<file path="config.mk">
export PLATFORM = sky130hd
export DESIGN_NAME = soft_timer_pool_top
export DESIGN_NICKNAME = d
export VERILOG_FILES = /design/src/sv/stp_pkg.sv /design/src/sv/stp_ctrl.sv /design/src/sv/stp_dp.sv /design/src/sv/soft_timer_pool_top.sv
export SDC_FILE = /design/constraint.sdc
export NUM_CORES = 1
export LEC_CHECK = 0
export ABC_AREA = 1
export BUFFER_PORTS_ARGS = -buffer_cell sky130_fd_sc_hd__buf_2
export CAP_MARGIN = 40
export CORE_ASPECT_RATIO = 1.75
export CORE_UTILIZATION = 55
export CTS_CLUSTER_SIZE = 28
export DETAILED_ROUTE_END_ITERATION = 10
export GPL_ROUTABILITY_DRIVEN = 0
export GPL_TIMING_DRIVEN = 1
export PLACE_DENSITY_LB_ADDON = 0.25
export SETUP_SLACK_MARGIN = 0.1
export SYNTH_ARGS = -nofsm -noshare
export SYNTH_HDL_FRONTEND = slang
export SYNTH_HIERARCHICAL = 1
export SYNTH_SLANG_ARGS = --single-unit
</file>
<file path="constraint.sdc">
create_clock -name clk -period 4.15 [get_ports clk]
set_input_delay 0.83 -clock clk [delete_from_list [all_inputs] [get_ports clk]]
set_output_delay 0.83 -clock clk [all_outputs]
set_load 0.01 [all_outputs]
</file>
<file path="src/sv/stp_pkg.sv">
`default_nettype none
package stp_pkg;

  localparam int SLOTS_DEF = 16;

  localparam int ACT_W    = 3;
  localparam int ID_W     = 4;
  localparam int TICKS_W  = 32;
  localparam int HANDLE_W = 4;
  localparam int STATUS_W = 2;

  localparam int IN_TDATA_W  = 40;
  localparam int OUT_TDATA_W = 8;

  localparam logic [ACT_W-1:0] ACT_REQUEST = 3'd0;
  localparam logic [ACT_W-1:0] ACT_RELOAD  = 3'd1;
  localparam logic [ACT_W-1:0] ACT_RELEASE = 3'd2;
  localparam logic [ACT_W-1:0] ACT_CHECK   = 3'd3;
  localparam logic [ACT_W-1:0] ACT_TICK    = 3'd4;
  localparam logic [ACT_W-1:0] ACT_CLEAR   = 3'd5;

  localparam logic [STATUS_W-1:0] ST_COUNTING = 2'd0;
  localparam logic [STATUS_W-1:0] ST_EXPIRED  = 2'd1;
  localparam logic [STATUS_W-1:0] ST_NONE     = 2'd2;

  typedef enum logic [2:0] {
    CMD_NONE,
    CMD_LOAD,
    CMD_EXEC,
    CMD_SCAN,
    CMD_CHECK,
    CMD_TICK,
    CMD_PUBLISH
  } cmd_t;

  typedef struct packed {
    logic [ACT_W-1:0] act;
    logic             hit;
    logic             last;
  } sts_t;

endpackage
`default_nettype wire

</file>
<file path="src/sv/stp_ctrl.sv">
`default_nettype none
module stp_ctrl (
  input  wire logic          clk,
  input  wire logic          rst_n,
  input  wire logic          in_tvalid,
  output logic               in_tready,
  output logic               out_tvalid,
  input  wire logic          out_tready,
  input  wire stp_pkg::sts_t sts,
  output stp_pkg::cmd_t      cmd
);

  typedef enum logic [2:0] {
    S_IDLE,
    S_EXEC,
    S_SCAN,
    S_CHK,
    S_TICK,
    S_FINISH
  } state_t;

  state_t state_r, state_nxt;
  logic   out_valid_r, out_valid_nxt;
  logic   out_free;

  assign in_tready  = (state_r == S_IDLE);
  assign out_tvalid = out_valid_r;
  assign out_free   = !out_valid_r || out_tready;

  always_comb begin
    state_nxt     = state_r;
    out_valid_nxt = out_valid_r && !out_tready;
    cmd           = stp_pkg::CMD_NONE;
    unique case (state_r)
      S_IDLE: begin
        if (in_tvalid) begin
          cmd       = stp_pkg::CMD_LOAD;
          state_nxt = S_EXEC;
        end
      end
      S_EXEC: begin
        cmd = stp_pkg::CMD_EXEC;
        unique case (sts.act)
          stp_pkg::ACT_REQUEST: state_nxt = S_SCAN;
          stp_pkg::ACT_CHECK:   state_nxt = S_CHK;
          stp_pkg::ACT_TICK:    state_nxt = S_TICK;
          default:              state_nxt = S_FINISH;
        endcase
      end
      S_SCAN: begin
        cmd = stp_pkg::CMD_SCAN;
        if (sts.hit || sts.last) begin
          state_nxt = S_FINISH;
        end
      end
      S_CHK: begin
        cmd       = stp_pkg::CMD_CHECK;
        state_nxt = S_FINISH;
      end
      S_TICK: begin
        cmd = stp_pkg::CMD_TICK;
        if (sts.last) begin
          state_nxt = S_FINISH;
        end
      end
      S_FINISH: begin
        if (out_free) begin
          cmd           = stp_pkg::CMD_PUBLISH;
          out_valid_nxt = 1'b1;
          state_nxt     = S_IDLE;
        end
      end
      default: state_nxt = S_IDLE;
    endcase
  end

  always_ff @(posedge clk) begin
    if (!rst_n) begin
      state_r     <= S_IDLE;
      out_valid_r <= 1'b0;
    end else begin
      state_r     <= state_nxt;
      out_valid_r <= out_valid_nxt;
    end
  end

endmodule
`default_nettype wire

</file>
<file path="src/sv/stp_dp.sv">
`default_nettype none
module stp_dp #(
  parameter int SLOTS = stp_pkg::SLOTS_DEF
) (
  input  wire logic                           clk,
  input  wire logic                           rst_n,
  input  wire stp_pkg::cmd_t                  cmd,
  output stp_pkg::sts_t                       sts,
  input  wire logic [stp_pkg::ACT_W-1:0]      in_action,
  input  wire logic [stp_pkg::ID_W-1:0]       in_timer_id,
  input  wire logic [stp_pkg::TICKS_W-1:0]    in_ticks,
  output logic                                out_ok,
  output logic [stp_pkg::HANDLE_W-1:0]        out_handle,
  output logic [stp_pkg::STATUS_W-1:0]        out_status
);

  localparam int IDX_W = (SLOTS > 1) ? $clog2(SLOTS) : 1;

  logic [stp_pkg::TICKS_W-1:0] mem [SLOTS];
  logic [SLOTS-1:0]            in_use_r;

  logic [stp_pkg::ACT_W-1:0]   act_r;
  logic [stp_pkg::ID_W-1:0]    id_r;
  logic [stp_pkg::TICKS_W-1:0] ticks_r;
  logic [IDX_W-1:0]            cnt_r;
  logic [stp_pkg::TICKS_W-1:0] rdata_r;
  logic                        wb_vld_r;
  logic [IDX_W-1:0]            wb_addr_r;

  logic                        res_ok_r;
  logic [stp_pkg::HANDLE_W-1:0] res_handle_r;
  logic [stp_pkg::STATUS_W-1:0] res_status_r;
  logic                        out_ok_r;
  logic [stp_pkg::HANDLE_W-1:0] out_handle_r;
  logic [stp_pkg::STATUS_W-1:0] out_status_r;

  logic                        id_in_range;
  logic [IDX_W-1:0]            id_addr;
  logic                        live;
  logic                        cnt_last;
  logic                        cnt_free;
  logic [IDX_W-1:0]            rd_addr;
  logic                        mem_we;
  logic [IDX_W-1:0]            mem_wa;
  logic [stp_pkg::TICKS_W-1:0] mem_wd;

  assign id_in_range = (32'(id_r) < 32'(SLOTS));
  assign id_addr     = id_in_range ? IDX_W'(id_r) : '0;
  assign live        = id_in_range && (id_r != '0) && in_use_r[id_addr];
  assign cnt_last    = (32'(cnt_r) == 32'(SLOTS - 1));
  assign cnt_free    = !in_use_r[cnt_r];

  assign sts.act  = act_r;
  assign sts.hit  = cnt_free;
  assign sts.last = cnt_last;

  assign out_ok     = out_ok_r;
  assign out_handle = out_handle_r;
  assign out_status = out_status_r;

  always_comb begin
    rd_addr = '0;
    if (cmd == stp_pkg::CMD_EXEC) begin
      rd_addr = id_addr;
    end else if (cmd == stp_pkg::CMD_TICK) begin
      rd_addr = cnt_r;
    end
  end

  always_comb begin
    mem_we = 1'b0;
    mem_wa = cnt_r;
    mem_wd = ticks_r;
    if (wb_vld_r) begin
      mem_we = in_use_r[wb_addr_r] && (rdata_r != '0);
      mem_wa = wb_addr_r;
      mem_wd = rdata_r - stp_pkg::TICKS_W'(1);
    end else if (cmd == stp_pkg::CMD_SCAN) begin
      mem_we = cnt_free;
    end else if (cmd == stp_pkg::CMD_EXEC && act_r == stp_pkg::ACT_RELOAD) begin
      mem_we = live;
      mem_wa = id_addr;
    end
  end

  // count store, one write and one read port
  always_ff @(posedge clk) begin
    if (mem_we) begin
      mem[mem_wa] <= mem_wd;
    end
    rdata_r <= mem[rd_addr];
  end

  always_ff @(posedge clk) begin
    if (!rst_n) begin
      in_use_r <= '0;
      wb_vld_r <= 1'b0;
    end else begin
      wb_vld_r <= (cmd == stp_pkg::CMD_TICK);
      if (cmd == stp_pkg::CMD_EXEC) begin
        if (act_r == stp_pkg::ACT_RELEASE && live) begin
          in_use_r[id_addr] <= 1'b0;
        end else if (act_r == stp_pkg::ACT_CLEAR) begin
          in_use_r <= '0;
        end
      end else if (cmd == stp_pkg::CMD_SCAN && cnt_free) begin
        in_use_r[cnt_r] <= 1'b1;
      end
    end
  end

  always_ff @(posedge clk) begin
    wb_addr_r <= cnt_r;
    case (cmd)
      stp_pkg::CMD_LOAD: begin
        act_r   <= in_action;
        id_r    <= in_timer_id;
        ticks_r <= in_ticks;
      end
      stp_pkg::CMD_EXEC: begin
        cnt_r        <= IDX_W'(1);
        res_handle_r <= '0;
        res_status_r <= stp_pkg::ST_COUNTING;
        case (act_r)
          stp_pkg::ACT_RELOAD, stp_pkg::ACT_RELEASE: res_ok_r <= live;
          stp_pkg::ACT_TICK, stp_pkg::ACT_CLEAR:     res_ok_r <= 1'b1;
          default:                                   res_ok_r <= 1'b0;
        endcase
      end
      stp_pkg::CMD_SCAN: begin
        if (cnt_free) begin
          res_ok_r     <= 1'b1;
          res_handle_r <= stp_pkg::HANDLE_W'(cnt_r);
        end else if (!cnt_last) begin
          cnt_r <= cnt_r + IDX_W'(1);
        end
      end
      stp_pkg::CMD_CHECK: begin
        res_ok_r <= live;
        if (!live) begin
          res_status_r <= stp_pkg::ST_NONE;
        end else if (rdata_r != '0) begin
          res_status_r <= stp_pkg::ST_COUNTING;
        end else begin
          res_status_r <= stp_pkg::ST_EXPIRED;
        end
      end
      stp_pkg::CMD_TICK: begin
        if (!cnt_last) begin
          cnt_r <= cnt_r + IDX_W'(1);
        end
      end
      stp_pkg::CMD_PUBLISH: begin
        out_ok_r     <= res_ok_r;
        out_handle_r <= res_handle_r;
        out_status_r <= res_status_r;
      end
      default: ;
    endcase
  end

endmodule
`default_nettype wire

</file>
<file path="src/sv/soft_timer_pool_top.sv">
`default_nettype none
// pool of SLOTS countdown timers with handles 1 to SLOTS-1 (handle 0 is never
// given out). one result transaction per input transaction. request walks the
// slots from 1 for the lowest free one, and tick walks every slot from 1
// through the single count memory with one decrementer. a new transaction is
// taken only once the last one has been published. a finished result waits
// in the output register while the next transaction is taken. on a pool wider
// than 16 the handle carries its low 4 bits only.
module soft_timer_pool_top #(
  parameter int SLOTS = stp_pkg::SLOTS_DEF
) (
  input  wire logic                               clk,
  input  wire logic                               rst_n,
  input  wire logic                               in_tvalid,
  output logic                                    in_tready,
  // action [2:0], timer_id [6:3], ticks [38:7], zero [39]
  input  wire logic [stp_pkg::IN_TDATA_W-1:0]     in_tdata,
  output logic                                    out_tvalid,
  input  wire logic                               out_tready,
  // ok [0], handle [4:1], timer_status [6:5], zero [7]
  output logic [stp_pkg::OUT_TDATA_W-1:0]         out_tdata
);

  stp_pkg::cmd_t                 cmd;
  stp_pkg::sts_t                 sts;
  logic                          res_ok;
  logic [stp_pkg::HANDLE_W-1:0]  res_handle;
  logic [stp_pkg::STATUS_W-1:0]  res_status;

  stp_ctrl u_ctrl (
    .clk        (clk),
    .rst_n      (rst_n),
    .in_tvalid  (in_tvalid),
    .in_tready  (in_tready),
    .out_tvalid (out_tvalid),
    .out_tready (out_tready),
    .sts        (sts),
    .cmd        (cmd)
  );

  stp_dp #(
    .SLOTS (SLOTS)
  ) u_dp (
    .clk         (clk),
    .rst_n       (rst_n),
    .cmd         (cmd),
    .sts         (sts),
    .in_action   (in_tdata[2:0]),
    .in_timer_id (in_tdata[6:3]),
    .in_ticks    (in_tdata[38:7]),
    .out_ok      (res_ok),
    .out_handle  (res_handle),
    .out_status  (res_status)
  );

  assign out_tdata = {1'b0, res_status, res_handle, res_ok};

endmodule
`default_nettype wire

</file>
==> impl_metrics.json, run 1 <==
{
  "status": "complete, no violations",
  "yosysWarnings": 6,
  "grt_pass1_vias": 17800,
  "tns_ps": 0,
  "power_frac_comb_pct": 38.0,
  "gr-usage-met2_pct": 48.0,
  "post-cts-setup-buffers": 0,
  "clkLatencyLatePin_ps": 600,
  "seqPwrFrac_pct": 39.5,
  "required_ps": 4430,
  "cts_tree": "yes",
  "finClkSkew_ps": 26.5,
  "setup-violations-final": 0,
  "path_clk_slew_ps": 60,
  "crit_slowest_cell": "dfxtp_1",
  "num_vias": 18100,
  "rsz0062_at_grt": "false",
  "netlist.top_cell.by_area": "edfxtp_1",
  "die_h_um": 294,
  "cp_cell_sequence": "inv_1, nor2_1, o21ai_0, inv_2, nand2_2, nor2_4, inv_4, nor2_1, inv_2, a21oi_1, o21ai_1, and2_1, nor2_1, nand2_1, nor2_4, buf_12",
  "antenna_found_initial": 0,
  "busiest_layer": "met2",
  "detail_route.drc_violations": 0,
  "clock.fmax_ghz": 0.272,
  "total_switching_power_mw": 8.76,
  "core_area_mm2": 0.0480,
  "ys_ff_latch": 626,
  "synth_top_area_share_pct": 63.7,
  "synthCells": 2411,
  "cp.arrival_ps": 3960,
  "drt-vias-per-instance": 5.73,
  "gr-usage-all-layers_pct": 26.4,
  "report.final.hold_viol_count": 0,
  "routedWlPerCell_um": 20.2,
  "power.share.clock_pct": 22.5,
  "multiInputGateArea_mm2": 0.00682,
  "use_met3_pct": 2.95,
  "ys_types": 42,
  "grt_pass1_wl_mm": 98.0,
  "final-seq-area_mm2": 0.0182,
  "htreeDepth": 2,
  "diodes": 0,
  "root_buffer": "clkbuf_16",
  "crit_path_max_incr_delay_ps": 470,
  "die_area_mm2": 0.0497,
  "cts-buffers-inserted": 54,
  "start_util_pct": 55.9,
  "met1_usage_pct": 30.8,
  "place_hpwl_mm": 37.7,
  "cts_hold_buffers": 0,
  "drive_above_1_share_pct": 10.9,
  "critPathMaxFanout": 15,
  "worst_pin_slew_ps": 915,
  "nets": 2523,
  "cts-resized-gates": 0,
  "port_buffers": 51,
  "finalMaxSlewViolations": 0,
  "cp-start-kind": "flop",
  "synth_area_leaders": "edfxtp_1, o211ai_1, nand2_1",
  "drv_cap": 0,
  "power.internal_mw": 13.9,
  "fillers": 3667,
  "yosysSeqAreaShare_pct": 68.0,
  "period_share_pct": 88.7,
  "io_pins": 54,
  "hold_class": "input port to flop",
  "initialDrtViolationCount": 1534,
  "period_minus_slack_ps": 3680,
  "hold_slack_ps": 405,
  "postRouteAntennaNets": 0,
  "first_pass_iters": 6,
  "powerDensity_mw_per_mm2": 755,
  "avgSynthCellArea_um2": 11.1,
  "p_leak_nw": 11.6,
  "cts_buffer_depth": 3,
  "slew_headroom_pct": 38.6,
  "crit_type": "flop to flop",
  "rows": 106,
  "cp-end-kind": "flop",
  "p_sw_share_pct": 38.6,
  "die_w_um": 169,
  "grt_max_degree": 169,
  "cts.sinks": 626,
  "finalWirelength_mm": 64.0,
  "rrSetupSlack_ps": 470,
  "syn_area_mm2": 0.0268,
  "synth_nets": 2460,
  "ir_drop_mv": 0.577,
  "globalRouteOverflowTotal": 0,
  "area_delta_synth_final_pct": 12.0,
  "path_common_cell": "nor2_1"
}
cell type report:
type	instances	share of cell area, %
well taps	648	2.70
clock buffers	68	4.81
clock inverters	31	1.19
inverters	340	4.27
repair buffers	140	3.60
multi-input cells	1312	22.7
flip-flops and latches	626	60.7
power groups by stage:
stage	logic [mW]	registers, mW	clock network, mW
global route	9.53	9.02	5.41
CTS	8.57	8.95	5.18
floorplan	6.15	8.83	0
finish	8.61	8.97	5.10
global placement	8.13	9.07	0
detailed placement	8.52	9.07	0
placed cells by master, fill, tap and decap left out, drive strengths merged:
master and instances:
xnor2 8, and2 4, nor4 1, nand3 237, or2 1, clkinv 22
bufinv 7, and3 2, nand4 6, nand3b 1, conb 1, inv 340
a22o 2, edfxtp 569, o21bai 1, o21ai 58, ha 5, or3 1
xor2 12, clkinvlp 2, a21oi 57, clkbuf 68, a31oi 22, dfxtp 57
buf 140, nor2 135, nand2 485, nor3 13, a21o 1, o211ai 259
synthesized netlist by cell type, drive strengths merged:
library cell and instances:
nor2 135, or2 1, xor2 12, nor3 13, o21ai 58, a21oi 57, and3 2, o211ai 259
nand3 237, ha 5, xnor2 8, a21o 1, a22o 2, buf 96, nand4 6, clkinv 1
and2 4, o21bai 1, clkbuf 37, a31oi 22, dfxtp 57, or3 1, nand3b 1, nor4 1
edfxtp 569, conb 1, inv 339, nand2 485
critical path: cells and delay by family, from the launching register on:
family / cells / cell delay (ps)
simple gates: 8 / 1720
buf+inv: 5 / 700
flops: 1 / 470
compound gates: 3 / 460
metal layers:
layer | share of wire (%) | vias to the layer above
li1 | - | 8520
met4 | 4.7 | 0
met2 | 52 | 752
met1 | 37 | 8683
met3 | 6.7 | 184
met5 | 0 | -
path summary, 6_finish.rpt:
kind | endpoint | start | depth (start not counted)
setup / recovery | u_dp/mem[13][12] | u_ctrl/state_r[2] | 16
hold / removal | u_dp/ticks_r[23] | in_tdata[30] | 1
setup reg to reg | u_dp/mem[13][12] | u_ctrl/state_r[2] | 16
hold reg to reg | u_dp/out_handle[3] | u_dp/res_handle_r[3] | 0
per-stage QoR:
step / area, µm² / power, mW / setup WS, ps / utilization [%] / std cells
after global routing: 30000 / 24.0 / 177 / 62.5 / 3165
after floorplan: 26800 / 15.0 / 25.3 / - / 2411
after CTS: 30000 / 22.7 / 519 / 62.5 / 3164
after detailed placement: 28200 / 17.6 / 185 / 58.8 / 3065
final: 30000 / 22.7 / 470 / 62.5 / 3165
after global placement: 28100 / 17.2 / 191 / 58.5 / 3048
state kept, by name, indices dropped and copies added, names as in the netlist:
signal             count
u_ctrl/out_tvalid      1
u_ctrl/state_r         3
u_dp/act_r             3
u_dp/cnt_r             4
u_dp/id_addr           4
u_dp/in_use_r         16
u_dp/mem             512
u_dp/out_handle        4
u_dp/out_ok            1
u_dp/out_status        2
u_dp/rdata_r          32
u_dp/res_handle_r      4
u_dp/res_ok_r          1
u_dp/res_status_r      2
u_dp/ticks_r          32
u_dp/wb_addr_r         4
u_dp/wb_vld_r          1
logic make-up after synthesis:
group	after synthesis	synth area share, %
AOI/OAI and AO/OA	400	10.1
xor gates and xnor gates	20	0.653
adders and majority gates	5	0.233
buffers and inverters	473	7.13
DFF	626	68.0
other	1	0.0140
and+or+nand+nor	886	13.9
No activity file was read; power rests on OpenSTA's default activity.
==> inputs of run 2 (changes only) <==
- BUFFER_PORTS_ARGS: -buffer_cell sky130_fd_sc_hd__buf_2 -> default
- DONT_BUFFER_PORTS: default -> 1
- MAX_ROUTING_LAYER: default -> met4
==> run 2 against run 1 <==
Critical path depth is 1 lower. Global-route usage is 1.5 points higher. Core utilization is 0.15 points higher. Combinational power is 2.7% higher. Register-to-register slack better by 80 ps. Largest cell class unchanged.
==> impl_metrics.json, run 2 (synthesis results as in run 1) <==
{
  "crit_type": "flop to flop",
  "worst-path-stages": 15,
  "hold_class": "input port to flop",
  "crit_slowest_cell": "o21ai_0",
  "io_pins": 54,
  "finClkSkew_ps": 21.1,
  "top_register": "u_dp/mem",
  "first_pass_iters": 6,
  "period_minus_slack_ps": 3600,
  "worst_r2r_path_depth": 15,
  "gr-usage-all-layers_pct": 27.9,
  "routedWlPerCell_um": 21.1,
  "start_util_pct": 55.9,
  "antenna_found_initial": 0,
  "drt-vias-per-instance": 5.85,
  "r2r-end": "u_dp/rdata_r[16]",
  "crit_start": "u_ctrl/state_r[1]",
  "post-cts-setup-buffers": 0,
  "fillers": 3657,
  "postRouteAntennaNets": 0,
  "final-seq-area_mm2": 0.0182,
  "nets": 2473,
  "slew_headroom_pct": 37.1,
  "globalRouteOverflowTotal": 0,
  "cts_tree": "yes",
  "rrSetupSlack_ps": 550,
  "grt_pass1_vias": 17800,
  "finalWirelength_mm": 65.8,
  "largest_register_ffs": 512,
  "root_buffer": "clkbuf_16",
  "place_hpwl_mm": 38.9,
  "drive_above_1_share_pct": 9.32,
  "setup-violations-final": 0,
  "mostFrequentLayoutCell": "edfxtp_1",
  "mostFrequentLayoutCells": "edfxtp_1, nand2_1, inv_1",
  "cp-start-kind": "flop",
  "grt_pass1_wl_mm": 100,
  "diodes": 0,
  "cp.arrival_ps": 4140,
  "crit_family": "compound AO/OA/AOI/OAI gates",
  "timing.critical_path.buf_inv": 4,
  "num_vias": 18200,
  "cts.sinks": 626,
  "powerDensity_mw_per_mm2": 772,
  "reg2reg_from": "u_ctrl/state_r[1]",
  "rsz0062_at_grt": "false",
  "p_leak_nw": 11.5,
  "fin_total_pwr_mw": 23.2,
  "die_w_um": 169,
  "area_delta_synth_final_pct": 12.2,
  "hold_slack_ps": 320,
  "crit_path_max_incr_delay_ps": 590,
  "clkLatencyLatePin_ps": 610,
  "port_buffers": 0,
  "min-delay-start": "in_tdata[30]",
  "cp-end-kind": "flop",
  "die_h_um": 294,
  "required_ps": 4690,
  "report.final.hold_viol_count": 0,
  "multiInputGateArea_mm2": 0.00682,
  "cp_cell_sequence": "nor2_1, nor2_1, o21ai_0, inv_2, nand2_2, nor2_4, inv_4, buf_4, o21ai_1, o21ai_4, buf_12, o211ai_1, nand3_1, nand3_1, nand2_1",
  "grt_max_degree": 129,
  "critPathMaxFanout": 128,
  "reg_top3": "u_dp/mem x512, u_dp/rdata_r x32, u_dp/ticks_r x32",
  "setup.worst_path.end": "u_dp/rdata_r[16]",
  "drv_cap": 0,
  "rows": 106,
  "finalMaxSlewViolations": 0,
  "detail_route.drc_violations": 0,
  "ir_drop_mv": 0.849,
  "period_share_pct": 86.8,
  "cts_buffer_depth": 3,
  "tns_ps": 0,
  "cts-resized-gates": 0,
  "clock.fmax_ghz": 0.277,
  "worst_pin_slew_ps": 937,
  "cts_hold_buffers": 0,
  "core_area_mm2": 0.0480,
  "path_clk_slew_ps": 60,
  "htreeDepth": 2,
  "status": "complete, no violations",
  "die_area_mm2": 0.0497,
  "cts-buffers-inserted": 55,
  "initialDrtViolationCount": 1753
}
==> run 2: metrics by stage <==
stage	setup WS (ps)	cells	instance area, µm²	util (%)
global route	370	3117	30100	62.7
global placement	506	3000	28000	58.4
floorplan	25.3	2411	26800	-
detailed placement	465	3013	28100	58.6
finish	546	3117	30100	62.7
CTS	619	3115	30100	62.7
==> run 2: layout make-up <==
class / instances / area share (%)
inverter: 340 / 4.26
tap: 648 / 2.69
multi-input combinational: 1312 / 22.7
clock buffer: 73 / 4.96
sequential: 626 / 60.6
clock inverter: 29 / 1.46
timing repair buffer: 89 / 3.39
==> run 2: worst min path at each step <==
stage                         endpoint  slack (ps)  cells past startpoint
floorplan           u_dp/out_handle[0]         400                      0
global placement    u_dp/out_handle[1]         400                      0
detailed placement  u_dp/out_handle[1]         410                      0
CTS                   u_dp/ticks_r[23]         290                      0
global route          u_dp/ticks_r[27]         290                      0
finish                u_dp/ticks_r[23]         320                      0
==> run 2: report_power, final <==
part           switching, mW  internal (mW)
registers              0.648           8.37
logic                   6.09           2.74
clock network           2.23           3.17
total                   8.97           14.3
==> run 2: worst register-to-register path, stage by stage, from the launching register on <==
cell and delay, ps:
dfxtp_1 370, nor2_1 230, nor2_1 110, o21ai_0 590
inv_2 130, nand2_2 130, nor2_4 50, inv_4 50
buf_4 280, o21ai_1 170, o21ai_4 120, buf_12 470
o211ai_1 460, nand3_1 190, nand3_1 110, nand2_1 90
==> run 2: per-layer routing <==
layer | GRT usage (%) | routed length (µm) | vias up
li1 | - | - | 8409
met1 | 32.0 | 24100 | 8799
met2 | 47.8 | 33700 | 816
met3 | 3.58 | 4660 | 212
met4 | 14.4 | 3260 | 0
met5 | - | 0 | -
